[src/rtl/core/source_char_tokenizer_defines.svh]
// Assertion macros shared by the tokenizer RTL.
`ifndef SOURCE_CHAR_TOKENIZER_DEFINES_SVH
`define SOURCE_CHAR_TOKENIZER_DEFINES_SVH

// Same-cycle implication.
`define SCT_ASSERT_IMPL(lbl, clk, rst_n, ante, cons, msg) \
  lbl: assert property (@(posedge clk) disable iff (!(rst_n)) (ante) |-> (cons)) \
    else $error(msg);

// Next-cycle implication.
`define SCT_ASSERT_NEXT(lbl, clk, rst_n, ante, cons, msg) \
  lbl: assert property (@(posedge clk) disable iff (!(rst_n)) (ante) |=> (cons)) \
    else $error(msg);

`endif

[src/rtl/core/sct_pkg.sv]
`default_nettype none

package sct_pkg;

  localparam int PositionBitsDef = 16;

  localparam logic [2:0] ModeIdle    = 3'd0;
  localparam logic [2:0] ModeNumber  = 3'd1;
  localparam logic [2:0] ModeIdent   = 3'd2;
  localparam logic [2:0] ModeText    = 3'd3;
  localparam logic [2:0] ModeSlash   = 3'd4;
  localparam logic [2:0] ModeComment = 3'd5;
  localparam logic [2:0] ModeError   = 3'd6;

  typedef enum logic [2:0] {
    KindLparen = 3'd0,
    KindRparen = 3'd1,
    KindIdent  = 3'd2,
    KindSemi   = 3'd3,
    KindEquals = 3'd4,
    KindNumber = 3'd5,
    KindText   = 3'd6,
    KindError  = 3'd7
  } kind_e;

  typedef enum logic [1:0] {
    ErrNone         = 2'd0,
    ErrUnknown      = 2'd1,
    ErrLoneSlash    = 2'd2,
    ErrUnterminated = 2'd3
  } err_e;

  localparam logic [7:0] ChQuote      = 8'h22;
  localparam logic [7:0] ChSlash      = 8'h2F;
  localparam logic [7:0] ChSemi       = 8'h3B;
  localparam logic [7:0] ChEquals     = 8'h3D;
  localparam logic [7:0] ChLparen     = 8'h28;
  localparam logic [7:0] ChRparen     = 8'h29;
  localparam logic [7:0] ChNewline    = 8'h0A;
  localparam logic [7:0] ChUnderscore = 8'h5F;

  localparam int FifoDepth = 4;
  localparam int FifoPtrW  = $clog2(FifoDepth);
  localparam int FifoCntW  = $clog2(FifoDepth + 1);

  typedef struct packed {
    kind_e       kind;
    err_e        err;
    logic [15:0] line;
    logic [15:0] col;
    logic [15:0] len;
    logic        last;
  } result_t;

  typedef struct packed {
    logic [1:0] cnt;
    result_t    res0;
    result_t    res1;
  } push_t;

endpackage

`default_nettype wire

[src/rtl/core/sct_step.sv]
`default_nettype none

module sct_step #(
  parameter int PosBits = sct_pkg::PositionBitsDef
) (
  input  wire logic [7:0]         ch_i,
  input  wire logic               eos_i,
  input  wire logic [2:0]         mode_i,
  input  wire logic [15:0]        run_len_i,
  input  wire logic [PosBits-1:0] line_i,
  input  wire logic [PosBits-1:0] col_i,
  input  wire logic [PosBits-1:0] prev_line_i,
  input  wire logic [PosBits-1:0] prev_col_i,
  output logic [2:0]              mode_o,
  output logic [15:0]             run_len_o,
  output logic [PosBits-1:0]      line_o,
  output logic [PosBits-1:0]      col_o,
  output logic [PosBits-1:0]      prev_line_o,
  output logic [PosBits-1:0]      prev_col_o,
  output sct_pkg::push_t          push_o
);

  localparam int SatW = (PosBits > 16) ? PosBits : 16;

  function automatic logic [15:0] sat16(input logic [PosBits-1:0] v);
    logic [SatW-1:0] ext;
    ext = SatW'(v);
    return (ext > SatW'(17'h0FFFF)) ? 16'hFFFF : ext[15:0];
  endfunction

  function automatic logic [PosBits-1:0] pos_inc(input logic [PosBits-1:0] v);
    return (v == {PosBits{1'b1}}) ? v : v + PosBits'(1);
  endfunction

  function automatic logic [15:0] len_inc(input logic [15:0] v);
    return (v == 16'hFFFF) ? v : v + 16'd1;
  endfunction

  function automatic sct_pkg::result_t mk(input sct_pkg::kind_e k, input sct_pkg::err_e e,
                                          input logic [PosBits-1:0] ln,
                                          input logic [PosBits-1:0] cl,
                                          input logic [15:0] len);
    sct_pkg::result_t r;
    r.kind = k;
    r.err  = e;
    r.line = sat16(ln);
    r.col  = sat16(cl);
    r.len  = len;
    r.last = 1'b0;
    return r;
  endfunction

  logic is_digit, is_alpha, is_space;
  logic consumed;
  logic a_v, b_v, c_v;
  sct_pkg::result_t a_r, b_r, c_r;

  assign is_digit = (ch_i >= 8'h30) && (ch_i <= 8'h39);
  assign is_alpha = ((ch_i >= 8'h61) && (ch_i <= 8'h7A)) ||
                    ((ch_i >= 8'h41) && (ch_i <= 8'h5A));
  assign is_space = (ch_i == 8'h20) || ((ch_i >= 8'h09) && (ch_i <= 8'h0D));

  always_comb begin
    consumed    = 1'b0;
    a_v         = 1'b0;
    b_v         = 1'b0;
    c_v         = 1'b0;
    a_r         = '0;
    b_r         = '0;
    c_r         = '0;
    mode_o      = mode_i;
    run_len_o   = run_len_i;
    line_o      = line_i;
    col_o       = col_i;
    prev_line_o = prev_line_i;
    prev_col_o  = prev_col_i;

    if (mode_i == sct_pkg::ModeError) begin
      if (eos_i) begin
        mode_o      = sct_pkg::ModeIdle;
        run_len_o   = '0;
        line_o      = '0;
        col_o       = '0;
        prev_line_o = '0;
        prev_col_o  = '0;
      end
    end else begin
      case (mode_i)
        sct_pkg::ModeNumber: begin
          if (is_digit) begin
            consumed  = 1'b1;
            run_len_o = len_inc(run_len_i);
          end else begin
            a_v    = 1'b1;
            a_r    = mk(sct_pkg::KindNumber, sct_pkg::ErrNone, prev_line_i, prev_col_i,
                        run_len_i);
            mode_o = sct_pkg::ModeIdle;
          end
        end
        sct_pkg::ModeIdent: begin
          if (is_alpha || is_digit || ch_i == sct_pkg::ChUnderscore) begin
            consumed  = 1'b1;
            run_len_o = len_inc(run_len_i);
          end else begin
            a_v    = 1'b1;
            a_r    = mk(sct_pkg::KindIdent, sct_pkg::ErrNone, prev_line_i, prev_col_i,
                        run_len_i);
            mode_o = sct_pkg::ModeIdle;
          end
        end
        sct_pkg::ModeText: begin
          consumed = 1'b1;
          if (ch_i == sct_pkg::ChQuote) begin
            a_v    = 1'b1;
            a_r    = mk(sct_pkg::KindText, sct_pkg::ErrNone, line_i, col_i, run_len_i);
            mode_o = sct_pkg::ModeIdle;
          end else begin
            run_len_o = len_inc(run_len_i);
          end
        end
        sct_pkg::ModeComment: begin
          consumed = 1'b1;
          if (ch_i == sct_pkg::ChNewline) mode_o = sct_pkg::ModeIdle;
        end
        sct_pkg::ModeSlash: begin
          consumed = 1'b1;
          if (ch_i == sct_pkg::ChSlash) begin
            mode_o = sct_pkg::ModeComment;
          end else begin
            a_v    = 1'b1;
            a_r    = mk(sct_pkg::KindError, sct_pkg::ErrLoneSlash, prev_line_i,
                        prev_col_i, 16'd1);
            mode_o = sct_pkg::ModeError;
          end
        end
        default: mode_o = sct_pkg::ModeIdle;
      endcase

      if (!consumed) begin
        if (is_space) begin
          b_v = 1'b0;
        end else if (ch_i == sct_pkg::ChLparen) begin
          b_v = 1'b1;
          b_r = mk(sct_pkg::KindLparen, sct_pkg::ErrNone, line_i, col_i, 16'd1);
        end else if (ch_i == sct_pkg::ChRparen) begin
          b_v = 1'b1;
          b_r = mk(sct_pkg::KindRparen, sct_pkg::ErrNone, line_i, col_i, 16'd1);
        end else if (ch_i == sct_pkg::ChSemi) begin
          b_v = 1'b1;
          b_r = mk(sct_pkg::KindSemi, sct_pkg::ErrNone, line_i, col_i, 16'd1);
        end else if (ch_i == sct_pkg::ChEquals) begin
          b_v = 1'b1;
          b_r = mk(sct_pkg::KindEquals, sct_pkg::ErrNone, line_i, col_i, 16'd1);
        end else if (ch_i == sct_pkg::ChQuote) begin
          mode_o    = sct_pkg::ModeText;
          run_len_o = '0;
        end else if (ch_i == sct_pkg::ChSlash) begin
          mode_o = sct_pkg::ModeSlash;
        end else if (is_digit) begin
          mode_o    = sct_pkg::ModeNumber;
          run_len_o = 16'd1;
        end else if (is_alpha) begin
          mode_o    = sct_pkg::ModeIdent;
          run_len_o = 16'd1;
        end else begin
          b_v    = 1'b1;
          b_r    = mk(sct_pkg::KindError, sct_pkg::ErrUnknown, line_i, col_i, 16'd1);
          mode_o = sct_pkg::ModeError;
        end
      end

      prev_line_o = line_i;
      prev_col_o  = col_i;
      if (ch_i == sct_pkg::ChNewline) begin
        line_o = pos_inc(line_i);
        col_o  = '0;
      end else begin
        col_o = pos_inc(col_i);
      end

      if (eos_i) begin
        case (mode_o)
          sct_pkg::ModeNumber: begin
            c_v = 1'b1;
            c_r = mk(sct_pkg::KindNumber, sct_pkg::ErrNone, line_i, col_i, run_len_o);
          end
          sct_pkg::ModeIdent: begin
            c_v = 1'b1;
            c_r = mk(sct_pkg::KindIdent, sct_pkg::ErrNone, line_i, col_i, run_len_o);
          end
          sct_pkg::ModeText: begin
            c_v = 1'b1;
            c_r = mk(sct_pkg::KindError, sct_pkg::ErrUnterminated, line_i, col_i,
                     run_len_o);
          end
          sct_pkg::ModeSlash: begin
            c_v = 1'b1;
            c_r = mk(sct_pkg::KindError, sct_pkg::ErrLoneSlash, line_i, col_i, 16'd1);
          end
          default: c_v = 1'b0;
        endcase
        mode_o      = sct_pkg::ModeIdle;
        run_len_o   = '0;
        line_o      = '0;
        col_o       = '0;
        prev_line_o = '0;
        prev_col_o  = '0;
      end
    end
  end

  // pack results in order: pending token, this byte, end-of-source flush
  always_comb begin
    push_o      = '0;
    push_o.cnt  = 2'(a_v) + 2'(b_v) + 2'(c_v);
    if (a_v) begin
      push_o.res0 = a_r;
      push_o.res1 = b_v ? b_r : c_r;
    end else if (b_v) begin
      push_o.res0 = b_r;
      push_o.res1 = c_r;
    end else begin
      push_o.res0 = c_r;
    end
    case (push_o.cnt)
      2'd1:    push_o.res0.last = 1'b1;
      2'd2:    push_o.res1.last = 1'b1;
      default: push_o.res0.last = 1'b0;
    endcase
  end

endmodule

`default_nettype wire

[src/rtl/core/sct_out_fifo.sv]
`default_nettype none

`include "source_char_tokenizer_defines.svh"

module sct_out_fifo (
  input  wire logic            clk_i,
  input  wire logic            rst_ni,
  input  wire sct_pkg::push_t  push_i,
  output logic                 room_o,
  output logic                 valid_o,
  input  wire logic            ready_i,
  output sct_pkg::result_t     data_o
);

  localparam int Depth = sct_pkg::FifoDepth;
  localparam int PtrW  = sct_pkg::FifoPtrW;
  localparam int CntW  = sct_pkg::FifoCntW;

  sct_pkg::result_t mem_q [Depth];
  logic [PtrW-1:0]  wr_ptr_q, rd_ptr_q;
  logic [CntW-1:0]  cnt_q;
  logic             pop;

  assign pop     = valid_o && ready_i;
  assign valid_o = (cnt_q != '0);
  assign room_o  = (cnt_q <= CntW'(Depth - 2));
  assign data_o  = mem_q[rd_ptr_q];

  always_ff @(posedge clk_i or negedge rst_ni) begin
    if (!rst_ni) begin
      wr_ptr_q <= '0;
      rd_ptr_q <= '0;
      cnt_q    <= '0;
    end else begin
      wr_ptr_q <= wr_ptr_q + PtrW'(push_i.cnt);
      rd_ptr_q <= rd_ptr_q + PtrW'(pop);
      cnt_q    <= cnt_q + CntW'(push_i.cnt) - CntW'(pop);
    end
  end

  always_ff @(posedge clk_i) begin
    if (push_i.cnt != 2'd0) mem_q[wr_ptr_q] <= push_i.res0;
    if (push_i.cnt == 2'd2) mem_q[wr_ptr_q + PtrW'(1)] <= push_i.res1;
  end

  `SCT_ASSERT_IMPL(a_cnt_bound, clk_i, rst_ni, 1'b1, cnt_q <= CntW'(Depth), "fifo over depth")
  `SCT_ASSERT_IMPL(a_push_room, clk_i, rst_ni, push_i.cnt != 2'd0, room_o, "push without room")
  `SCT_ASSERT_NEXT(a_pop_only, clk_i, rst_ni, pop && push_i.cnt == 2'd0, cnt_q == $past(cnt_q) - CntW'(1), "pop count slip")

endmodule

`default_nettype wire

[src/rtl/core/source_char_tokenizer.sv]
// Channel  Handshake                Beat contents
// -------  -----------------------  ---------------------------------------------
// in       in_valid_i / in_ready_o  ch_i, end_of_source_i
// out      out_valid_o / out_ready_i token_kind_o, error_code_o, line_number_o,
//                                    column_number_o, token_length_o, last_of_run_o
//
// One byte per cycle is taken into an input register while the queue has room; the scan
// step runs on it in the next cycle and, when the queue has room, writes zero, one or two
// results into a four-entry output queue. Sustained rate is one byte per cycle while the
// queue has room; the queue drains one result per cycle, set by the single output port.
// A stalled output backs up the queue; input stalls once the queue holds three or more.
// Reset (rst_ni, async low) clears mode, counters, queue and input valid; no sweep.
`default_nettype none

`include "source_char_tokenizer_defines.svh"

module source_char_tokenizer #(
  parameter int POSITION_BITS = sct_pkg::PositionBitsDef
) (
  input  wire logic        clk_i,
  input  wire logic        rst_ni,
  input  wire logic        in_valid_i,
  output logic             in_ready_o,
  input  wire logic [7:0]  ch_i,
  input  wire logic        end_of_source_i,
  output logic             out_valid_o,
  input  wire logic        out_ready_i,
  output logic [2:0]       token_kind_o,
  output logic [1:0]       error_code_o,
  output logic [15:0]      line_number_o,
  output logic [15:0]      column_number_o,
  output logic [15:0]      token_length_o,
  output logic             last_of_run_o
);

  logic                     stg_valid_q;
  logic [7:0]               stg_ch_q;
  logic                     stg_eos_q;
  logic                     stg_fire;

  logic [2:0]               mode_q, mode_d;
  logic [15:0]              run_len_q, run_len_d;
  logic [POSITION_BITS-1:0] line_q, line_d;
  logic [POSITION_BITS-1:0] col_q, col_d;
  logic [POSITION_BITS-1:0] prev_line_q, prev_line_d;
  logic [POSITION_BITS-1:0] prev_col_q, prev_col_d;

  sct_pkg::push_t           step_push, fifo_push;
  sct_pkg::result_t         head;
  logic                     fifo_room;

  assign stg_fire   = stg_valid_q && fifo_room;
  assign in_ready_o = !stg_valid_q || stg_fire;

  always_ff @(posedge clk_i or negedge rst_ni) begin
    if (!rst_ni) begin
      stg_valid_q <= 1'b0;
    end else if (in_ready_o) begin
      stg_valid_q <= in_valid_i;
    end
  end

  always_ff @(posedge clk_i) begin
    if (in_valid_i && in_ready_o) begin
      stg_ch_q  <= ch_i;
      stg_eos_q <= end_of_source_i;
    end
  end

  sct_step #(
    .PosBits(POSITION_BITS)
  ) u_step (
    .ch_i       (stg_ch_q),
    .eos_i      (stg_eos_q),
    .mode_i     (mode_q),
    .run_len_i  (run_len_q),
    .line_i     (line_q),
    .col_i      (col_q),
    .prev_line_i(prev_line_q),
    .prev_col_i (prev_col_q),
    .mode_o     (mode_d),
    .run_len_o  (run_len_d),
    .line_o     (line_d),
    .col_o      (col_d),
    .prev_line_o(prev_line_d),
    .prev_col_o (prev_col_d),
    .push_o     (step_push)
  );

  always_ff @(posedge clk_i or negedge rst_ni) begin
    if (!rst_ni) begin
      mode_q      <= sct_pkg::ModeIdle;
      run_len_q   <= '0;
      line_q      <= '0;
      col_q       <= '0;
      prev_line_q <= '0;
      prev_col_q  <= '0;
    end else if (stg_fire) begin
      mode_q      <= mode_d;
      run_len_q   <= run_len_d;
      line_q      <= line_d;
      col_q       <= col_d;
      prev_line_q <= prev_line_d;
      prev_col_q  <= prev_col_d;
    end
  end

  always_comb begin
    fifo_push = step_push;
    if (!stg_fire) fifo_push.cnt = 2'd0;
  end

  sct_out_fifo u_out_fifo (
    .clk_i  (clk_i),
    .rst_ni (rst_ni),
    .push_i (fifo_push),
    .room_o (fifo_room),
    .valid_o(out_valid_o),
    .ready_i(out_ready_i),
    .data_o (head)
  );

  assign token_kind_o    = head.kind;
  assign error_code_o    = head.err;
  assign line_number_o   = head.line;
  assign column_number_o = head.col;
  assign token_length_o  = head.len;
  assign last_of_run_o   = head.last;

  `SCT_ASSERT_NEXT(a_stg_hold, clk_i, rst_ni, stg_valid_q && !stg_fire, stg_valid_q && $stable(stg_ch_q), "stalled byte lost")
  `SCT_ASSERT_IMPL(a_err_quiet, clk_i, rst_ni, stg_fire && mode_q == sct_pkg::ModeError, fifo_push.cnt == 2'd0, "result while in error")
  `SCT_ASSERT_NEXT(a_eos_clear, clk_i, rst_ni, stg_fire && stg_eos_q, mode_q == sct_pkg::ModeIdle && line_q == '0 && col_q == '0, "end of source left state")

endmodule

`default_nettype wire

[config.mk]
export PLATFORM = sky130hd
export DESIGN_NAME = source_char_tokenizer
export DESIGN_NICKNAME = d
export VERILOG_FILES = /design/src/rtl/core/sct_pkg.sv /design/src/rtl/core/sct_step.sv /design/src/rtl/core/sct_out_fifo.sv /design/src/rtl/core/source_char_tokenizer.sv
export VERILOG_INCLUDE_DIRS = /design/src /design/src/rtl/core
export SDC_FILE = /design/constraint.sdc
export NUM_CORES = 1
export LEC_CHECK = 0
export BUFFER_PORTS_ARGS = -buffer_cell sky130_fd_sc_hd__buf_4
export CAP_MARGIN = 5
export CORE_MARGIN = 2
export CORE_UTILIZATION = 25
export DETAILED_ROUTE_END_ITERATION = 16
export PLACE_DENSITY = 0.36
export SLEW_MARGIN = 20
export SYNTH_ARGS = -nofsm -noshare
export SYNTH_HDL_FRONTEND = slang
export SYNTH_HIERARCHICAL = 1
export SYNTH_SLANG_ARGS = --single-unit
[constraint.sdc]
create_clock -name clk_i -period 9.43 [get_ports clk_i]
set_input_delay 0.943 -clock clk_i [delete_from_list [all_inputs] [get_ports clk_i]]
set_output_delay 0.943 -clock clk_i [all_outputs]
set_load 0.05 [all_outputs]
==> flow_summary.ini, run 1 <==
[run_status]
outcome = complete, no violations

[detailed_routing]
post_drt_wl_per_cell_um = 22.3
drc_errors = 0
viasPerCell = 4.81
top_layer_used = met4
drt_iter0_markers = 874
ant_nets = 0
drt-total-wl_um = 55200
wl_met2_um = 26700
firstDrtPassIters = 5
drt-met1-wl_um = 25400
via_count = 11920
wl_met3_um = 1960

[die]
start_util = 0.252
coreArea_um2 = 75800
num_rows = 101
die-area_um2 = 78600
fp.dieH_um = 280
pin_count = 69
die_w_um = 280

[placement]
port_buffers = 68
dpl.hpwl_um = 32600
place_congestion = 0.790

[power_and_ir_drop]
seq_power_share = 0.303
power.switching_w = 0.00316
pwr-share-clk = 0.217
p_leak_nw = 8.07
p_per_area_nw_per_um2 = 335
switching_share = 0.436
ir_drop_mv = 0.163
p_int_w = 0.00409
power_frac_comb = 0.480

[layout]
post-route-util = 0.286
synthToLayoutAreaGrowth_pct = 13.5
nNetsFinal = 1488
seqCellArea_um2 = 9040
drive_gt1_frac = 0.360
final_cell_mix = edfxtp_1 (225), mux2_4 (219), nand2_1 (123)
antenna_cells = 0
layout_commonest_cell = edfxtp_1
num-fill-cells = 7740
multiInputGateArea_um2 = 9310

[clock_tree]
cts_root_buf = clkbuf_16
hold_buffers = 0
cts_tree = yes
postCtsSetupBuffers = 0
numCtsBuffers = 42
path_clk_slew_ps = 60
post_cts_resized = 0
htreeDepth = 2
clock-sinks = 316
clk_latency_ps = 580
cts_max_path_buffers = 3

[synthesis]
synth.distinct_cells = 79
synth_edf_count = 225
synthArstFlopShare = 0.288
synth_ff_type = edfxtp_1
syn_inst = 1435
ys_warn_count = 6
seq_area_frac_synth = 0.473
avgSynthCellArea_um2 = 13.3
syn-cell-area_um2 = 19100
synth_seq_cells = 316
yosys-top-cells-area = edfxtp_1 (35%), mux2_4 (17%), dfrtp_1 (12%)
yosysTopAreaCellShare = 0.354
synth_top_cell_by_area = edfxtp_1

[sta]
skew_ps = 26.0
period_minus_slack_ps = 6120
fin_tns_setup_ps = 0
clock.fmax_mhz = 163
rsz0062_at_grt = no
relSlewSlack = 0.269
report.final.slew_viol_count = 0
finalHoldViolations = 0
fin_crit_sh = 0.649
tightest_slew_ps = 1090
finalSetupViolations = 0

[global_routing]
grt_overflow = 0
grt_pass1_wl_um = 83400
grt_max_degree = 55
antenna_found_initial = 1
grt_pass1_vias = 12508
grt_use_total = 0.142

[setup_path]
cp_data_arrival_time_ps = 6320
critPathLaunchType = register
crit_type = reg -> reg
ff2ff_path_depth = 12
path_max_fanout = 30
r2r-end = u_out_fifo/mem_q[2][43]$_DFFE_PP_
critPathCaptureType = register
reg2reg_from = stg_ch_q[4]$_DFFE_PP_
cp.required_ps = 9630
r2r_slack_ps = 3310

[min_path]
hold_class = reg -> reg
holdPathEnd = u_out_fifo/rd_ptr_q[1]$_DFF_PN0_
worstHoldStart = u_out_fifo/rd_ptr_q[1]$_DFF_PN0_
holdPathStages = 1

[job]
drv_cap = 0
flip-flops by register name (all words and copies together) (netlist names), 3 cells and up:
signal,count
u_out_fifo/mem_q,216
col_q,16
line_q,16
prev_col_q,16
prev_line_q,16
run_len_q,16
stg_ch_q,8
mode_q,3
u_out_fifo/cnt_q,3
power by group through the flow:
stage / clock network, W / logic [W] / registers, W
after floorplan: 0 / 0.00254 / 0.00212
after global placement: 0 / 0.00355 / 0.00223
after detailed placement: 0 / 0.00357 / 0.00224
after CTS: 0.00163 / 0.00358 / 0.00221
after global routing: 0.00169 / 0.00372 / 0.00225
final: 0.00157 / 0.00348 / 0.00220
layout make-up:
type	instances	share of cell area
Clock buffer	52	0.0507
Tap cell	978	0.0565
Inverter	14	0.00243
Multi-Input combinational cell	1000	0.429
Clock inverter	26	0.0110
Timing Repair Buffer	93	0.0328
Sequential cell	316	0.417
worst max path at each step:
| stage | cells after the start | end | startpoint | slack (ps) |
|---|---|---|---|---|
| after floorplan | 13 | u_out_fifo/mem_q[0][0]$_DFFE_PP_ | stg_ch_q[1]$_DFFE_PP_ | 1790 |
| after global placement | 13 | u_out_fifo/mem_q[2][25]$_DFFE_PP_ | stg_ch_q[1]$_DFFE_PP_ | 3250 |
| after detailed placement | 12 | u_out_fifo/mem_q[2][44]$_DFFE_PP_ | stg_ch_q[4]$_DFFE_PP_ | 3250 |
| after CTS | 12 | u_out_fifo/mem_q[2][31]$_DFFE_PP_ | stg_ch_q[4]$_DFFE_PP_ | 3230 |
| after global routing | 13 | u_out_fifo/mem_q[2][31]$_DFFE_PP_ | stg_ch_q[1]$_DFFE_PP_ | 2830 |
| final | 12 | u_out_fifo/mem_q[2][43]$_DFFE_PP_ | stg_ch_q[4]$_DFFE_PP_ | 3310 |
metrics by stage:
step	worst slack [ps]	area, um2	hold slack [ps]	cells	power (W)
final	3310	21700	469	2479	0.00725
after CTS	3230	21700	476	2479	0.00742
after detailed placement	3250	20300	464	2401	0.00580
after floorplan	1790	19100	479	1449	0.00466
after global routing	2830	21700	498	2479	0.00766
after global placement	3250	20300	461	2400	0.00578
worst max-delay path: stages (launching register included):
cell and delay (ps):
edfxtp_1 610, or3_1 520, nor3_1 690, a21oi_1 190
a21oi_1 240, nand3_1 220, and3_4 270, nor2_1 150
fa_1 440, and3_1 280, and4bb_4 880, o21bai_4 560
buf_4 650
per-layer routing:
metal	vias up	track usage
met4	0	0.0354
met3	59	0.0219
met5	-	0
met1	6160	0.188
met2	206	0.241
li1	5495	-
cell usage after synthesis (all sizes together), types with 24 or more instances:
cell / count
mux2: 300
edfxtp: 225
nand2: 125
dfrtp: 91
a21oi: 81
buf: 78
nor2: 71
mux4: 54
and2: 41
clkbuf: 41
a22o: 39
o21ai: 36
nand3: 24
cell families after synthesis:
logic type,count (synthesis),share of synthesized area
mux,360,0.287
simple gates,367,0.0966
compound gates,229,0.0807
xor+xnor,21,0.00964
fa+ha+maj,8,0.00603
other cells,1,0.000196
flops,316,0.473
buf+inv,133,0.0466
Power figures use the tool's default switching activity.
==> run 2, diff against run 1 <==
Settings changed: PLACE_DENSITY 0.36 to 0.37.
Clock period 9.43 ns to 4.96 ns, I/O delays scaled along.
==> run 2 against run 1 <==
Maximum frequency is 28% higher. Register-to-register slack got worse by 3100 ps. Design area increased by 2.2%. Global-route usage shrank 0.26 points. Clock skew is 0.73 ps lower. Count of clock-buffer cells in the layout grew 6. Combinational power increased by 98%. Largest power group unchanged.
==> flow_summary.ini, run 2 (synthesis gave the netlist of run 1 again) <==
[power_and_ir_drop]
seq_power_share = 0.299
p_leak_nw = 8.30
totalPowerFinal_w = 0.0141
pwr-share-clk = 0.213
switching_share = 0.430
p_int_w = 0.00802
p_per_area_nw_per_um2 = 636
power.switching_w = 0.00605
ir_drop_mv = 0.333
power_frac_comb = 0.489

[global_routing]
grt_pass1_vias = 12531
antenna_found_initial = 1
grt_max_degree = 63
grt_overflow = 0
grt_pass1_wl_um = 82400
grt_use_total = 0.139

[job]
drv_cap = 0

[clock_tree]
clock-sinks = 316
cts_tree = yes
clk_latency_ps = 560
path_clk_slew_ps = 60
numCtsBuffers = 41
cts_max_path_buffers = 3
cts_root_buf = clkbuf_16
htreeDepth = 2

[setup_path]
slowest_stage = edfxtp_1
critPathCaptureType = register
path_max_fanout = 34
crit_top_cell = nor2_1
crit_type = reg -> reg
critPathLaunchType = register
cp_data_arrival_time_ps = 5100
cp.required_ps = 5260
crit_chain = o21ai_1, and3_1, a211o_1, a211oi_2, nor2_1, o311ai_2, and3_4, nor2_1, fa_1, and3_2, and4bb_4, buf_16, mux2_2
max_stage_delay_ps = 580

[layout]
largest_register = u_out_fifo/mem_q
post-route-util = 0.292
nNetsFinal = 1524
final_cell_mix = edfxtp_1 (225), mux2_4 (219), nand2_1 (124)
drive_gt1_frac = 0.377
layout_commonest_cell = edfxtp_1
synthToLayoutAreaGrowth_pct = 16.0
num-fill-cells = 7644
largest_reg_flops = 216
antenna_cells = 0

[die]
die_w_um = 280
fp.dieH_um = 280
start_util = 0.252
pin_count = 69
coreArea_um2 = 75800
num_rows = 101
die-area_um2 = 78600

[detailed_routing]
post_drt_wl_per_cell_um = 21.7
firstDrtPassIters = 5
drt_iter0_markers = 549
drt-total-wl_um = 54600
drc_errors = 0
viasPerCell = 4.73
via_count = 11890
ant_nets = 0

[sta]
clock.fmax_mhz = 208
finalSetupViolations = 0
finalHoldViolations = 0
period_minus_slack_ps = 4800
fin_crit_sh = 0.968
report.final.slew_viol_count = 0
fin_tns_setup_ps = 0
skew_ps = 25.3
relSlewSlack = 0.269
tightest_slew_ps = 1090
holdWs_ps = 110

[min_path]
hold_class = in -> reg

[placement]
port_buffers = 68
place_congestion = 0.812
dpl.hpwl_um = 33700

[run_status]
outcome = complete, no violations
==> run 2: per-layer routing <==
metal | share of wire | global-route usage | vias to the layer above
met1 | 0.47 | 0.183 | 6093
met4 | 0.019 | 0.0329 | 0
li1 | - | - | 5572
met3 | 0.029 | 0.0217 | 65
met2 | 0.49 | 0.239 | 160
met5 | 0 | 0 | -
==> run 2: critical path, delay by kind of cell, from the launching register on <==
family / cells / cell delay (ps)
fa+ha+maj: 1 / 520
simple gates: 6 / 1420
mux: 1 / 370
flops: 1 / 580
compound gates: 4 / 1300
buf+inv: 1 / 310
==> run 2: power groups by stage <==
stage / combinational [W] / clock [W] / sequential, W
5_1_grt: 0.00733 / 0.00320 / 0.00431
2_1_floorplan: 0.00484 / 0 / 0.00399
3_3_place_gp: 0.00698 / 0 / 0.00427
6_report: 0.00688 / 0.00299 / 0.00420
3_5_place_dp: 0.00700 / 0 / 0.00429
4_1_cts: 0.00702 / 0.00310 / 0.00424
==> run 2: metrics by stage <==
| stage | setup WS, ps | std cells | cell area [um2] |
|---|---|---|---|
| 2_1_floorplan | -218 | 1449 | 19200 |
| 3_3_place_gp | 133 | 2433 | 20700 |
| 3_5_place_dp | 96.9 | 2433 | 20800 |
| 4_1_cts | 61.6 | 2508 | 22100 |
| 5_1_grt | -12.6 | 2512 | 22100 |
| 6_report | 160 | 2512 | 22100 |
==> run 2: final timing paths <==
kind	from	to	slack, ps	cells past startpoint
min in group asynchronous	rst_ni	mode_q[2]$_DFFE_PN0P_	460	2
setup reg to reg	stg_ch_q[1]$_DFFE_PP_	u_out_fifo/mem_q[2][3]$_DFFE_PP_	160	13
hold reg to reg	prev_line_q[5]$_DFFE_PN0P_	prev_line_q[5]$_DFFE_PN0P_	530	1
setup / recovery	stg_ch_q[1]$_DFFE_PP_	u_out_fifo/mem_q[2][3]$_DFFE_PP_	160	13
hold / removal	ch_i[3]	stg_ch_q[3]$_DFFE_PP_	110	1
max in group asynchronous	rst_ni	prev_col_q[13]$_DFFE_PN0P_	3390	3
==> run 2: area by class of cell <==
type	instances	area [um2]	share of cell area
clock inverters	16	169	0.00763
well taps	978	1220	0.0553
flip-flops and latches	316	9040	0.408
clock buffers	58	1170	0.0529
multi-input cells	1000	9310	0.420
repair buffers	130	1190	0.0536
inverters	14	52.6	0.00237
==> run 2: what timing repair did <==
action / CTS / global route
gates resized for setup: 0 / 3
hold buffers: 1 / 0
hold endpoints to repair: 12 / 0
endpoints found under the setup margin: 0 / 356
setup buffers: 0 / 4
